$ cat src/rtl/aet_pkg.sv
package aet_pkg;

	localparam int MAX_EVENTS_DEF  = 16;
	localparam int DAY_SECONDS_DEF = 86400;

	// command codes
	localparam logic [2:0] CMD_TICK   = 3'd0;
	localparam logic [2:0] CMD_ADD    = 3'd1;
	localparam logic [2:0] CMD_REMOVE = 3'd2;
	localparam logic [2:0] CMD_MODIFY = 3'd3;
	localparam logic [2:0] CMD_SHIFT  = 3'd4;

	// entry phases
	localparam logic [2:0] PH_SCHED = 3'd0;
	localparam logic [2:0] PH_PRE   = 3'd1;
	localparam logic [2:0] PH_RUN   = 3'd2;
	localparam logic [2:0] PH_DONE  = 3'd3;
	localparam logic [2:0] PH_TERM  = 3'd4;

	// repeat modes
	localparam logic [2:0] REP_DAILY      = 3'd1;
	localparam logic [2:0] REP_WEEKLY     = 3'd2;
	localparam logic [2:0] REP_BIWEEKLY   = 3'd3;
	localparam logic [2:0] REP_FOURWEEKLY = 3'd4;
	localparam logic [2:0] REP_MONTHLY    = 3'd5;

	// result actions
	localparam logic [2:0] ACT_OK       = 3'd0;
	localparam logic [2:0] ACT_NOTFOUND = 3'd1;
	localparam logic [2:0] ACT_FULL     = 3'd2;
	localparam logic [2:0] ACT_ANNOUNCE = 3'd3;
	localparam logic [2:0] ACT_FIRE     = 3'd4;
	localparam logic [2:0] ACT_STOP     = 3'd5;
	localparam logic [2:0] ACT_RESCHED  = 3'd6;
	localparam logic [2:0] ACT_FREED    = 3'd7;

	// bit positions in the pending-action mask, in emission order
	localparam logic [2:0] MB_ANN      = 3'd0;
	localparam logic [2:0] MB_FIRE     = 3'd1;
	localparam logic [2:0] MB_STOP     = 3'd2;
	localparam logic [2:0] MB_RESCH    = 3'd3;
	localparam logic [2:0] MB_FREED    = 3'd4;
	localparam logic [2:0] MB_OK       = 3'd5;
	localparam logic [2:0] MB_NOTFOUND = 3'd6;
	localparam logic [2:0] MB_FULL     = 3'd7;

	typedef struct packed {
		logic [31:0] ann;
		logic [31:0] alm;
		logic [31:0] stp;
		logic [2:0]  phase;
		logic [2:0]  rep;
	} aet_rec_t;

	localparam int REC_W = $bits(aet_rec_t);

	typedef enum logic [2:0] {
		ST_IDLE,
		ST_LOOKUP,
		ST_FIND,
		ST_EXEC,
		ST_EMIT,
		ST_FLUSH
	} aet_state_t;

	typedef struct packed {
		logic match;
		logic free;
		logic next;
	} aet_hits_t;

	function automatic logic [2:0] lowest_bit(input logic [7:0] m);
		logic [2:0] r;
		r = 3'd0;
		for (int i = 7; i >= 0; i--) begin
			if (m[i]) r = 3'(i);
		end
		return r;
	endfunction

	function automatic logic [2:0] act_of_bit(input logic [2:0] b);
		logic [2:0] a;
		case (b)
			MB_ANN:      a = ACT_ANNOUNCE;
			MB_FIRE:     a = ACT_FIRE;
			MB_STOP:     a = ACT_STOP;
			MB_RESCH:    a = ACT_RESCHED;
			MB_FREED:    a = ACT_FREED;
			MB_OK:       a = ACT_OK;
			MB_NOTFOUND: a = ACT_NOTFOUND;
			default:     a = ACT_FULL;
		endcase
		return a;
	endfunction

endpackage

$ cat src/rtl/alarm_event_table_core.sv
// Channel  | Dir | Transfer when       | Content
// ---------+-----+---------------------+-----------------------------------------
// s_*      | in  | s_tvalid & s_tready | tuser command, tdata event fields
// m_*      | out | m_tvalid & m_tready | tdata result_id, tuser action, tlast last
//
// One command at a time; s_tready stays low until it is through. States: add
// and not-found LOOKUP, EMIT, FLUSH; remove, modify, shift LOOKUP, EXEC, EMIT,
// FLUSH; unused codes LOOKUP, FLUSH; tick LOOKUP, then FIND, EXEC, EMIT per valid
// entry in id order, then FLUSH. EXEC writes the updated record back to the RAM.
// Reset clears the valid bits and the id counter; the record RAM holds no reset.
// A stalled m_* side holds the sequencer; s_tready rises again as soon as
// the final result of a command sits in the output register.
module alarm_event_table_core #(
	parameter int MAX_EVENTS  = aet_pkg::MAX_EVENTS_DEF,
	parameter int DAY_SECONDS = aet_pkg::DAY_SECONDS_DEF
) (
	input  logic         clk,
	input  logic         arst_n,
	input  logic         s_tvalid,
	output logic         s_tready,
	// [15:0] event_id, [47:16] now_seconds, [79:48] announce_time,
	// [111:80] alarm_time, [143:112] stop_time, [146:144] repeat_mode, rest 0
	input  logic [151:0] s_tdata,
	// [2:0] command
	input  logic [2:0]   s_tuser,
	output logic         m_tvalid,
	input  logic         m_tready,
	// [15:0] result_id
	output logic [15:0]  m_tdata,
	// [2:0] action
	output logic [2:0]   m_tuser,
	output logic         m_tlast
);
	import aet_pkg::*;

	localparam int SLOT_W = (MAX_EVENTS > 1) ? $clog2(MAX_EVENTS) : 1;
	localparam logic [31:0] PER_1  = 32'(DAY_SECONDS);
	localparam logic [31:0] PER_7  = 32'(DAY_SECONDS * 7);
	localparam logic [31:0] PER_14 = 32'(DAY_SECONDS * 14);
	localparam logic [31:0] PER_28 = 32'(DAY_SECONDS * 28);

	aet_state_t state_q, state_d;

	// latched command
	logic [2:0]  cmd_q;
	logic [15:0] eid_q;
	logic [31:0] now_q, ta_q, tl_q, ts_q;
	logic [2:0]  rep_q;

	logic [SLOT_W-1:0] slot_q, slot_d;
	logic [15:0]       prev_q, prev_d;
	logic              have_prev_q, have_prev_d;
	logic [7:0]        mask_q, mask_d;
	logic [15:0]       res_id_q, res_id_d;
	logic [15:0]       id_cnt_q, id_cnt_d;

	// one result held back so the final one can carry tlast
	logic        pend_v_q, pend_v_d;
	logic [15:0] pend_id_q, pend_id_d;
	logic [2:0]  pend_act_q, pend_act_d;

	logic        out_v_q;
	logic [15:0] out_id_q;
	logic [2:0]  out_act_q;
	logic        out_last_q;
	logic        load_out, load_last;
	logic        out_free;

	// RAM and directory hookup
	logic              ram_we;
	logic [SLOT_W-1:0] ram_raddr, ram_waddr;
	logic [REC_W-1:0]  ram_rdata;
	aet_rec_t          rec_rd, rec_wr;

	aet_hits_t         hits;
	logic [SLOT_W-1:0] match_slot, free_slot, next_slot;
	logic [15:0]       next_id, query_id, nid;
	logic              set_en, clr_en;

	// per-entry evaluation
	aet_rec_t    tk_rec, sh_rec;
	logic [7:0]  tk_mask;
	logic        tk_free;
	logic [31:0] per;
	logic [2:0]  ph;
	logic [2:0]  bsel;

	assign nid      = id_cnt_q + 16'd1;
	assign query_id = (cmd_q == CMD_ADD) ? nid : eid_q;
	assign rec_rd   = aet_rec_t'(ram_rdata);
	assign out_free = !out_v_q || m_tready;
	assign bsel     = lowest_bit(mask_q);

	aet_ram #(.WIDTH(REC_W), .DEPTH(MAX_EVENTS)) u_ram (
		.clk   (clk),
		.we    (ram_we),
		.waddr (ram_waddr),
		.wdata (rec_wr),
		.raddr (ram_raddr),
		.rdata (ram_rdata)
	);

	aet_dir #(.MAX_EVENTS(MAX_EVENTS)) u_dir (
		.clk        (clk),
		.arst_n     (arst_n),
		.set_en     (set_en),
		.set_slot   (slot_d),
		.set_id     (nid),
		.clr_en     (clr_en),
		.clr_slot   (slot_q),
		.query_id   (query_id),
		.prev_id    (prev_q),
		.have_prev  (have_prev_q),
		.hits       (hits),
		.match_slot (match_slot),
		.free_slot  (free_slot),
		.next_slot  (next_slot),
		.next_id    (next_id)
	);

	// tick evaluation of one record: announce, fire, stop, then repeat or free
	always_comb begin
		case (rec_rd.rep)
			REP_DAILY:      per = PER_1;
			REP_WEEKLY:     per = PER_7;
			REP_BIWEEKLY:   per = PER_14;
			REP_FOURWEEKLY: per = PER_28;
			REP_MONTHLY:    per = PER_28;
			default:        per = 32'd0;
		endcase
		tk_rec  = rec_rd;
		tk_mask = '0;
		tk_free = 1'b0;
		ph      = rec_rd.phase;
		if (rec_rd.ann != 32'd0 && ph == PH_SCHED && rec_rd.ann <= now_q) begin
			ph = PH_PRE;
			tk_mask[MB_ANN] = 1'b1;
		end
		if (rec_rd.alm != 32'd0 && (ph == PH_SCHED || ph == PH_PRE) && rec_rd.alm <= now_q) begin
			ph = (rec_rd.stp == 32'd0) ? PH_DONE : PH_RUN;
			tk_mask[MB_FIRE] = 1'b1;
		end
		if (rec_rd.stp != 32'd0 && ph == PH_RUN && rec_rd.stp <= now_q) begin
			ph = PH_DONE;
			tk_mask[MB_STOP] = 1'b1;
		end
		if (ph == PH_DONE) begin
			if (per != 32'd0) begin
				if (rec_rd.ann != 32'd0) tk_rec.ann = rec_rd.ann + per;
				if (rec_rd.alm != 32'd0) tk_rec.alm = rec_rd.alm + per;
				if (rec_rd.stp != 32'd0) tk_rec.stp = rec_rd.stp + per;
				ph = PH_SCHED;
				tk_mask[MB_RESCH] = 1'b1;
			end else begin
				ph = PH_TERM;
			end
		end
		if (ph == PH_TERM) begin
			tk_free = 1'b1;
			tk_mask[MB_FREED] = 1'b1;
		end
		tk_rec.phase = ph;

		// shift: offset each time in use
		sh_rec       = rec_rd;
		sh_rec.phase = PH_SCHED;
		if (rec_rd.ann != 32'd0) sh_rec.ann = rec_rd.ann + ta_q;
		if (rec_rd.alm != 32'd0) sh_rec.alm = rec_rd.alm + tl_q;
		if (rec_rd.stp != 32'd0) sh_rec.stp = rec_rd.stp + ts_q;
	end

	// sequencer
	always_comb begin
		state_d     = state_q;
		slot_d      = slot_q;
		prev_d      = prev_q;
		have_prev_d = have_prev_q;
		mask_d      = mask_q;
		res_id_d    = res_id_q;
		id_cnt_d    = id_cnt_q;
		pend_v_d    = pend_v_q;
		pend_id_d   = pend_id_q;
		pend_act_d  = pend_act_q;
		load_out    = 1'b0;
		load_last   = 1'b0;
		ram_we      = 1'b0;
		ram_raddr   = slot_q;
		ram_waddr   = slot_q;
		rec_wr      = rec_rd;
		set_en      = 1'b0;
		clr_en      = 1'b0;
		s_tready    = 1'b0;

		case (state_q)
			ST_IDLE: begin
				s_tready = 1'b1;
				if (s_tvalid) state_d = ST_LOOKUP;
			end
			ST_LOOKUP: begin
				mask_d = '0;
				case (cmd_q)
					CMD_TICK: begin
						have_prev_d = 1'b0;
						state_d     = ST_FIND;
					end
					CMD_ADD: begin
						state_d = ST_EMIT;
						if (hits.match || hits.free) begin
							// write the new record; the directory takes id and valid
							slot_d       = hits.match ? match_slot : free_slot;
							set_en       = 1'b1;
							id_cnt_d     = nid;
							res_id_d     = nid;
							mask_d[MB_OK] = 1'b1;
						end else begin
							res_id_d        = 16'd0;
							mask_d[MB_FULL] = 1'b1;
						end
					end
					CMD_REMOVE, CMD_MODIFY, CMD_SHIFT: begin
						if (hits.match) begin
							slot_d    = match_slot;
							ram_raddr = match_slot;
							res_id_d  = eid_q;
							state_d   = ST_EXEC;
						end else begin
							res_id_d            = 16'd0;
							mask_d[MB_NOTFOUND] = 1'b1;
							state_d             = ST_EMIT;
						end
					end
					default: state_d = ST_FLUSH;
				endcase
			end
			ST_FIND: begin
				if (hits.next) begin
					slot_d      = next_slot;
					ram_raddr   = next_slot;
					prev_d      = next_id;
					have_prev_d = 1'b1;
					res_id_d    = next_id;
					state_d     = ST_EXEC;
				end else begin
					state_d = ST_FLUSH;
				end
			end
			ST_EXEC: begin
				// read data of slot_q is here; write back the updated record
				ram_we  = 1'b1;
				state_d = ST_EMIT;
				case (cmd_q)
					CMD_TICK: begin
						rec_wr = tk_rec;
						mask_d = tk_mask;
						clr_en = tk_free;
					end
					CMD_REMOVE: begin
						rec_wr       = rec_rd;
						rec_wr.phase = PH_TERM;
						mask_d[MB_STOP] = (rec_rd.phase == PH_RUN) && (rec_rd.stp != 32'd0);
						mask_d[MB_OK]   = 1'b1;
					end
					CMD_MODIFY: begin
						rec_wr        = '{ann: ta_q, alm: tl_q, stp: ts_q,
						                  phase: PH_SCHED, rep: rep_q};
						mask_d[MB_OK] = 1'b1;
					end
					default: begin
						rec_wr        = sh_rec;
						mask_d[MB_OK] = 1'b1;
					end
				endcase
			end
			ST_EMIT: begin
				if (mask_q == 8'd0) begin
					state_d = (cmd_q == CMD_TICK) ? ST_FIND : ST_FLUSH;
				end else if (out_free) begin
					// push the held result out, hold the new one
					load_out     = pend_v_q;
					pend_v_d     = 1'b1;
					pend_id_d    = res_id_q;
					pend_act_d   = act_of_bit(bsel);
					mask_d[bsel] = 1'b0;
				end
			end
			ST_FLUSH: begin
				if (!pend_v_q) begin
					state_d = ST_IDLE;
				end else if (out_free) begin
					load_out  = 1'b1;
					load_last = 1'b1;
					pend_v_d  = 1'b0;
					state_d   = ST_IDLE;
				end
			end
			default: state_d = ST_IDLE;
		endcase

		// the add record write shares the port with the read-modify-write path
		if (set_en) begin
			ram_we    = 1'b1;
			ram_waddr = slot_d;
			rec_wr    = '{ann: ta_q, alm: tl_q, stp: ts_q, phase: PH_SCHED, rep: rep_q};
		end
	end

	always_ff @(posedge clk or negedge arst_n) begin
		if (!arst_n) begin
			state_q     <= ST_IDLE;
			have_prev_q <= 1'b0;
			mask_q      <= '0;
			id_cnt_q    <= '0;
			pend_v_q    <= 1'b0;
			out_v_q     <= 1'b0;
		end else begin
			state_q     <= state_d;
			have_prev_q <= have_prev_d;
			mask_q      <= mask_d;
			id_cnt_q    <= id_cnt_d;
			pend_v_q    <= pend_v_d;
			if (load_out) out_v_q <= 1'b1;
			else if (m_tready) out_v_q <= 1'b0;
		end
	end

	// latch the command fields at the input transfer
	always_ff @(posedge clk) begin
		if (s_tvalid && s_tready) begin
			cmd_q <= s_tuser;
			eid_q <= s_tdata[15:0];
			now_q <= s_tdata[47:16];
			ta_q  <= s_tdata[79:48];
			tl_q  <= s_tdata[111:80];
			ts_q  <= s_tdata[143:112];
			rep_q <= s_tdata[146:144];
		end
		slot_q     <= slot_d;
		prev_q     <= prev_d;
		res_id_q   <= res_id_d;
		pend_id_q  <= pend_id_d;
		pend_act_q <= pend_act_d;
		if (load_out) begin
			out_id_q   <= pend_id_q;
			out_act_q  <= pend_act_q;
			out_last_q <= load_last;
		end
	end

	assign m_tvalid = out_v_q;
	assign m_tdata  = out_id_q;
	assign m_tuser  = out_act_q;
	assign m_tlast  = out_last_q;

	// input is taken only with no result held back
	assert property (@(posedge clk) disable iff (!arst_n) s_tready |-> !pend_v_q)
		else $error("input taken with a result still held");

	// a stalled output is never overwritten
	assert property (@(posedge clk) disable iff (!arst_n) (out_v_q && !m_tready) |-> !load_out)
		else $error("output overwritten while stalled");

	// a write-back is always followed by emission, so no read overlaps it
	assert property (@(posedge clk) disable iff (!arst_n) (state_q == ST_EXEC) |=> (state_q == ST_EMIT))
		else $error("record read issued right after write-back");

endmodule

$ cat src/rtl/aet_ram.sv
module aet_ram #(
	parameter int WIDTH = 8,
	parameter int DEPTH = 16,
	localparam int AW = (DEPTH > 1) ? $clog2(DEPTH) : 1
) (
	input  logic             clk,
	input  logic             we,
	input  logic [AW-1:0]    waddr,
	input  logic [WIDTH-1:0] wdata,
	input  logic [AW-1:0]    raddr,
	output logic [WIDTH-1:0] rdata
);

	logic [WIDTH-1:0] mem [DEPTH];

	always_ff @(posedge clk) begin
		if (we) mem[waddr] <= wdata;
		rdata <= mem[raddr];
	end

endmodule

$ cat src/rtl/aet_dir.sv
module aet_dir #(
	parameter int MAX_EVENTS = aet_pkg::MAX_EVENTS_DEF,
	localparam int SLOT_W = (MAX_EVENTS > 1) ? $clog2(MAX_EVENTS) : 1
) (
	input  logic              clk,
	input  logic              arst_n,
	input  logic              set_en,
	input  logic [SLOT_W-1:0] set_slot,
	input  logic [15:0]       set_id,
	input  logic              clr_en,
	input  logic [SLOT_W-1:0] clr_slot,
	input  logic [15:0]       query_id,
	input  logic [15:0]       prev_id,
	input  logic              have_prev,
	output aet_pkg::aet_hits_t hits,
	output logic [SLOT_W-1:0] match_slot,
	output logic [SLOT_W-1:0] free_slot,
	output logic [SLOT_W-1:0] next_slot,
	output logic [15:0]       next_id
);
	import aet_pkg::*;

	localparam int LEVELS = (MAX_EVENTS > 1) ? $clog2(MAX_EVENTS) : 0;
	localparam int PAD    = 1 << LEVELS;

	logic [MAX_EVENTS-1:0] valid_q;
	logic [15:0]           id_q [MAX_EVENTS];

	logic [16:0]       key [LEVELS+1][PAD];
	logic [SLOT_W-1:0] idx [LEVELS+1][PAD];

	logic match_hit, free_hit, next_hit;

	assign hits = '{match: match_hit, free: free_hit, next: next_hit};

	always_ff @(posedge clk or negedge arst_n) begin
		if (!arst_n) begin
			valid_q <= '0;
		end else begin
			if (clr_en) valid_q[clr_slot] <= 1'b0;
			if (set_en) valid_q[set_slot] <= 1'b1;
		end
	end

	always_ff @(posedge clk) begin
		if (set_en) id_q[set_slot] <= set_id;
	end

	// lowest-index match and lowest free slot
	always_comb begin
		match_hit  = 1'b0;
		free_hit   = 1'b0;
		match_slot = '0;
		free_slot  = '0;
		for (int i = MAX_EVENTS - 1; i >= 0; i--) begin
			if (valid_q[i] && id_q[i] == query_id) begin
				match_hit  = 1'b1;
				match_slot = SLOT_W'(i);
			end
			if (!valid_q[i]) begin
				free_hit  = 1'b1;
				free_slot = SLOT_W'(i);
			end
		end
	end

	// minimum-id tree over entries with id above the last one visited
	always_comb begin
		for (int l = 0; l <= LEVELS; l++) begin
			for (int n = 0; n < PAD; n++) begin
				key[l][n] = '1;
				idx[l][n] = '0;
			end
		end
		for (int n = 0; n < PAD; n++) begin
			if (n < MAX_EVENTS) begin
				if (valid_q[n] && (!have_prev || id_q[n] > prev_id))
					key[0][n] = {1'b0, id_q[n]};
				idx[0][n] = SLOT_W'(n);
			end
		end
		for (int l = 0; l < LEVELS; l++) begin
			for (int n = 0; n < (PAD >> (l + 1)); n++) begin
				if (key[l][2*n+1] < key[l][2*n]) begin
					key[l+1][n] = key[l][2*n+1];
					idx[l+1][n] = idx[l][2*n+1];
				end else begin
					key[l+1][n] = key[l][2*n];
					idx[l+1][n] = idx[l][2*n];
				end
			end
		end
		next_hit  = !key[LEVELS][0][16];
		next_slot = idx[LEVELS][0];
		next_id   = key[LEVELS][0][15:0];
	end

endmodule

$ cat config.mk
export PLATFORM = sky130hd
export DESIGN_NAME = alarm_event_table_core
export DESIGN_NICKNAME = d
export VERILOG_FILES = /design/src/rtl/aet_pkg.sv /design/src/rtl/alarm_event_table_core.sv /design/src/rtl/aet_ram.sv /design/src/rtl/aet_dir.sv
export SDC_FILE = /design/constraint.sdc
export NUM_CORES = 2
export LEC_CHECK = 0
export ABC_CLOCK_PERIOD_IN_PS = 17700
export CAP_MARGIN = 10
export CELL_PAD_IN_SITES_DETAIL_PLACEMENT = 0
export CELL_PAD_IN_SITES_GLOBAL_PLACEMENT = 2
export CORE_MARGIN = 2
export CORE_UTILIZATION = 41
export CTS_CLUSTER_SIZE = 16
export DETAILED_ROUTE_END_ITERATION = 10
export DONT_BUFFER_PORTS = 1
export PLACE_DENSITY = 0.76
export SLEW_MARGIN = 20
export SYNTH_ARGS = -nofsm -noshare
export SYNTH_HDL_FRONTEND = slang
export SYNTH_SLANG_ARGS = --single-unit
export TNS_END_PERCENT = 30
$ cat constraint.sdc
create_clock -name clk -period 17.7 [get_ports clk]
set_input_delay 3.54 -clock clk [delete_from_list [all_inputs] [get_ports clk]]
set_output_delay 3.54 -clock clk [all_outputs]
set_load 0.005 [all_outputs]
==> key figures <==
Outcome
  – Status: complete, no violations

Die
  – CORE AREA: around 290000 um2
  – Initial core utilization: 0.412
  – Die width: 542 um
  – I/O pin count: approximately 180
  – Row count: between 150 and 200
  – Die area: about 290000 um2
  – Die H: 542 um

Timing
  – Worst setup margin: 1.82 ns
  – Final setup viols: 0
  – Post-layout minimum cycle time: approximately 16 ns
  – Clk_skew: approximately 0.11 ns
  – Relative slew slack: 0.170
  – Fin crit share: 0.897
  – Max-slew violations: 0
  – Final Hold Fails: 0
  – Hold slack: ~0.35 ns
  – RSZ-0062 raised after global routing: no
  – Fmax: approximately 0.063 GHz
  – Setup TNS: 0 ns
  – Worst-margin pin slew: approximately 1.2 ns

Worst setup path
  – RR Startpoint: prev_q[13]$_DFFE_PP_
  – Worst Path Arrival: around 16 ns
  – Critical path required time: ~18 ns
  – Max Fanout on Critical Path: 62
  – Crit path kind: reg -> reg
  – Worst Setup Start Kind: register
  – Reg2reg setup slack: around 1.8 ns
  – CP startpoint: prev_q[13]$_DFFE_PP_
  – CP max stage cell: a21oi_1
  – Worst stage delay on the critical path: a little over 0.8 ns
  – Critical Path End Type: register
  – Crit path top cell by count: a21oi_1

Route
  – Router iterations before antenna repair: 8
  – Starting DRT DRC Count: around 9.6k
  – Final WL: roughly 440000 um
  – Drt drc: 0
  – DR vias/cell: 6.17
  – WL/cell: approximately 32 um
  – Antenna Violating Nets Remaining: 0
  – Vias: approximately 86k

Hold path
  – Worst hold path type: reg -> reg
  – Worst Hold Launch: pend_id_q[12]$_DFFE_PP_

Clock network
  – Htree depth: 4
  – Setup bufs post-CTS: 0
  – # resized after CTS: 0
  – Clock root cell: clkbuf_16
  – Clk slew on worst S/H paths: 0.06 ns
  – CTS sink count: 2261
  – Num CTS Buffers: approximately 240
  – CTS tree: built
  – Hold_buf cts: 0
  – Worst-case clock buffer depth: 4
  – Clock latency on the worst-skew pair: about 0.95 ns

Placement
  – Gpl congestion: roughly 0.98
  – Buffers added on ports: 0
  – Dpl cells: ~13k
  – DP HPWL: 300000 um
  – DP Worst Slack: around 2.1 ns

Finish
  – Layout cells sized above 1: 0.103
  – Filler instances: between 20k and 30k
  – Syn-to-layout area delta: 13.0%
  – Cell Count, Final, Fillers Out: 13.9k
  – Nets@finish: around 11k

Yosys
  – Top post-synthesis cells by area: edfxtp_1 53%, ha_1 7.8%, mux2i_1 5.7%, nand2_1 2.5%, nor2_1 2.1%
  – Synth cell types: 109
  – Syn_nets: approximately 11k
  – Syn Area/Cell: about 12 um2
  – Yosys top cell area share: 0.534
  – Post-synthesis cell count: 9792
  – FFs w/ async S/R, synth: 0.0203
  – Seq/Total Area, Yosys: 0.562
  – Mapped Area: 118000 um2
  – Register bit total from synthesis: 2261
  – Synth Flop Type: edfxtp_1
  – Post-synth EDFFs: between 2k and 2.5k
  – Yosys warning count: 0
  – Yosys top cell by area: edfxtp_1

Power and ir drop
  – Cell Pwr Density: 223 nW/um2
  – Static leakage: a little under 50 nW
  – Peak VDD IR: 0.677 mV

Global routing
  – Largest net degree at the start of global routing: roughly 100
  – Grt total ovfl: 0
  – First-pass GRT wire length: a little over 600000 um
  – GRT Overall Usage: 0.293
  – Vias in the first global route: 82.6k
  – Initial antenna violation count: 12

Job
  – Max capacitance violation total: 0
-- placed cells by master (no fill, tap or decap), types with 65 or more instances in the layout --
| cell type | instances |
|---|---|
| buf_4 | 288 |
| nor2b_1 | 65 |
| dfxtp_1 | 106 |
| xor2_1 | 126 |
| nand3_1 | 162 |
| a221o_1 | 119 |
| inv_1 | 344 |
| a211oi_1 | 266 |
| nor3_1 | 119 |
| a21oi_1 | 422 |
| a22o_1 | 130 |
| o21a_1 | 67 |
| ha_1 | 736 |
| clkbuf_16 | 243 |
| nor2_1 | 629 |
| nand2_1 | 778 |
| nor4_1 | 79 |
| a31oi_1 | 244 |
| xnor2_1 | 186 |
| o21ai_0 | 316 |
| a21o_1 | 166 |
| and2_1 | 202 |
| buf_12 | 97 |
| edfxtp_1 | 2109 |
| mux2i_1 | 677 |
| nand4_1 | 125 |
-- stage by stage --
step / util / cell area, um2 / total power, mW
CTS: 0.464 / 134000 / 29.6
finish: 0.465 / 134000 / 29.8
global route: 0.465 / 134000 / 31.0
detailed placement: 0.436 / 125000 / 24.3
global placement: 0.436 / 125000 / 24.2
floorplan: - / 118000 / 17.6
-- cell usage after synthesis (all sizes together) (65+ instances only) --
| library cell | number |
|---|---|
| nor3 | 128 |
| xnor2 | 191 |
| a21o | 166 |
| nand3 | 162 |
| clkbuf | 281 |
| nor4 | 80 |
| o21ai | 330 |
| nand4 | 125 |
| o21a | 68 |
| buf | 206 |
| mux2i | 680 |
| a31oi | 259 |
| nand2 | 781 |
| and2 | 239 |
| a211oi | 267 |
| a21oi | 440 |
| inv | 350 |
| a221o | 119 |
| nor2 | 654 |
| nor2b | 68 |
| a22o | 130 |
| dfxtp | 106 |
| ha | 736 |
| edfxtp | 2109 |
| or2 | 65 |
| xor2 | 127 |
-- logic make-up (layout without fill, tap and decap cells) --
group | Yosys count | count (layout) | share of synthesized area
muxes | 744 | 744 | 0.0637
adders and majority gates | 742 | 742 | 0.0787
and+or+nand+nor | 2537 | 2537 | 0.103
other | 0 | 10 | 0
buffers and inverters | 842 | 1197 | 0.0304
xor gates and xnor gates | 319 | 319 | 0.0239
AOI/OAI and AO/OA | 2347 | 2347 | 0.139
DFF | 2261 | 2261 | 0.562
-- worst paths after layout --
check / to / depth (start not counted)
worst min-delay path: m_tdata[12]$_DFFE_PP_ / 0
worst max register to register: u_ram.mem[9][93]$_DFFE_PP_ / 51
worst min register to register: m_tdata[12]$_DFFE_PP_ / 0
worst max-delay path: u_ram.mem[9][93]$_DFFE_PP_ / 51
min in group asynchronous: id_cnt_q[5]$_DFFE_PN0P_ / 0
max in group asynchronous: have_prev_q$_DFFE_PN0P_ / 0
-- power by group --
group	internal, mW	switching, mW	total [mW]
combinational	5.83	11.0	16.8
sequential	7.15	0.613	7.76
clock	3.01	2.18	5.19
-- cell type report --
cell class | instances | area (um2) | area share
diodes | 10 | 25.0 | 0.000187
clock buffers | 306 | 6540 | 0.0488
clock inverters | 151 | 1680 | 0.0125
inverters | 355 | 1330 | 0.00995
multi-input cells | 6689 | 48900 | 0.365
flip-flops and latches | 2261 | 66600 | 0.498
well taps | 3781 | 4730 | 0.0353
repair buffers | 385 | 4100 | 0.0307
-- state kept, by name (all words and copies together), names as in the netlist, 32 cells and up --
name,cells
now_q,32
u_dir.id_q,256
ts_q,32
ta_q,32
tl_q,32
u_ram.rdata,102
u_ram.mem,1632
-- layer usage --
| metal | wire (um) | vias up | share of wire | global-route usage |
|---|---|---|---|---|
| met5 | 16 | - | 0.000036 | 0 |
| met1 | 179000 | 43200 | 0.40 | 0.377 |
| met4 | 25700 | 2 | 0.058 | 0.147 |
| met3 | 30200 | 935 | 0.068 | 0.0372 |
| met2 | 208000 | 3822 | 0.47 | 0.488 |
| li1 | - | 38000 | - | - |
-- critical path: cells and delay by family (launching register included) --
kind	cells	cell delay [ns]
fa+ha+maj	5	1.45
flops	1	0.35
compound gates	23	6.37
buf+inv	5	2.29
simple gates	18	4.87
Power figures use the tool's default switching activity.
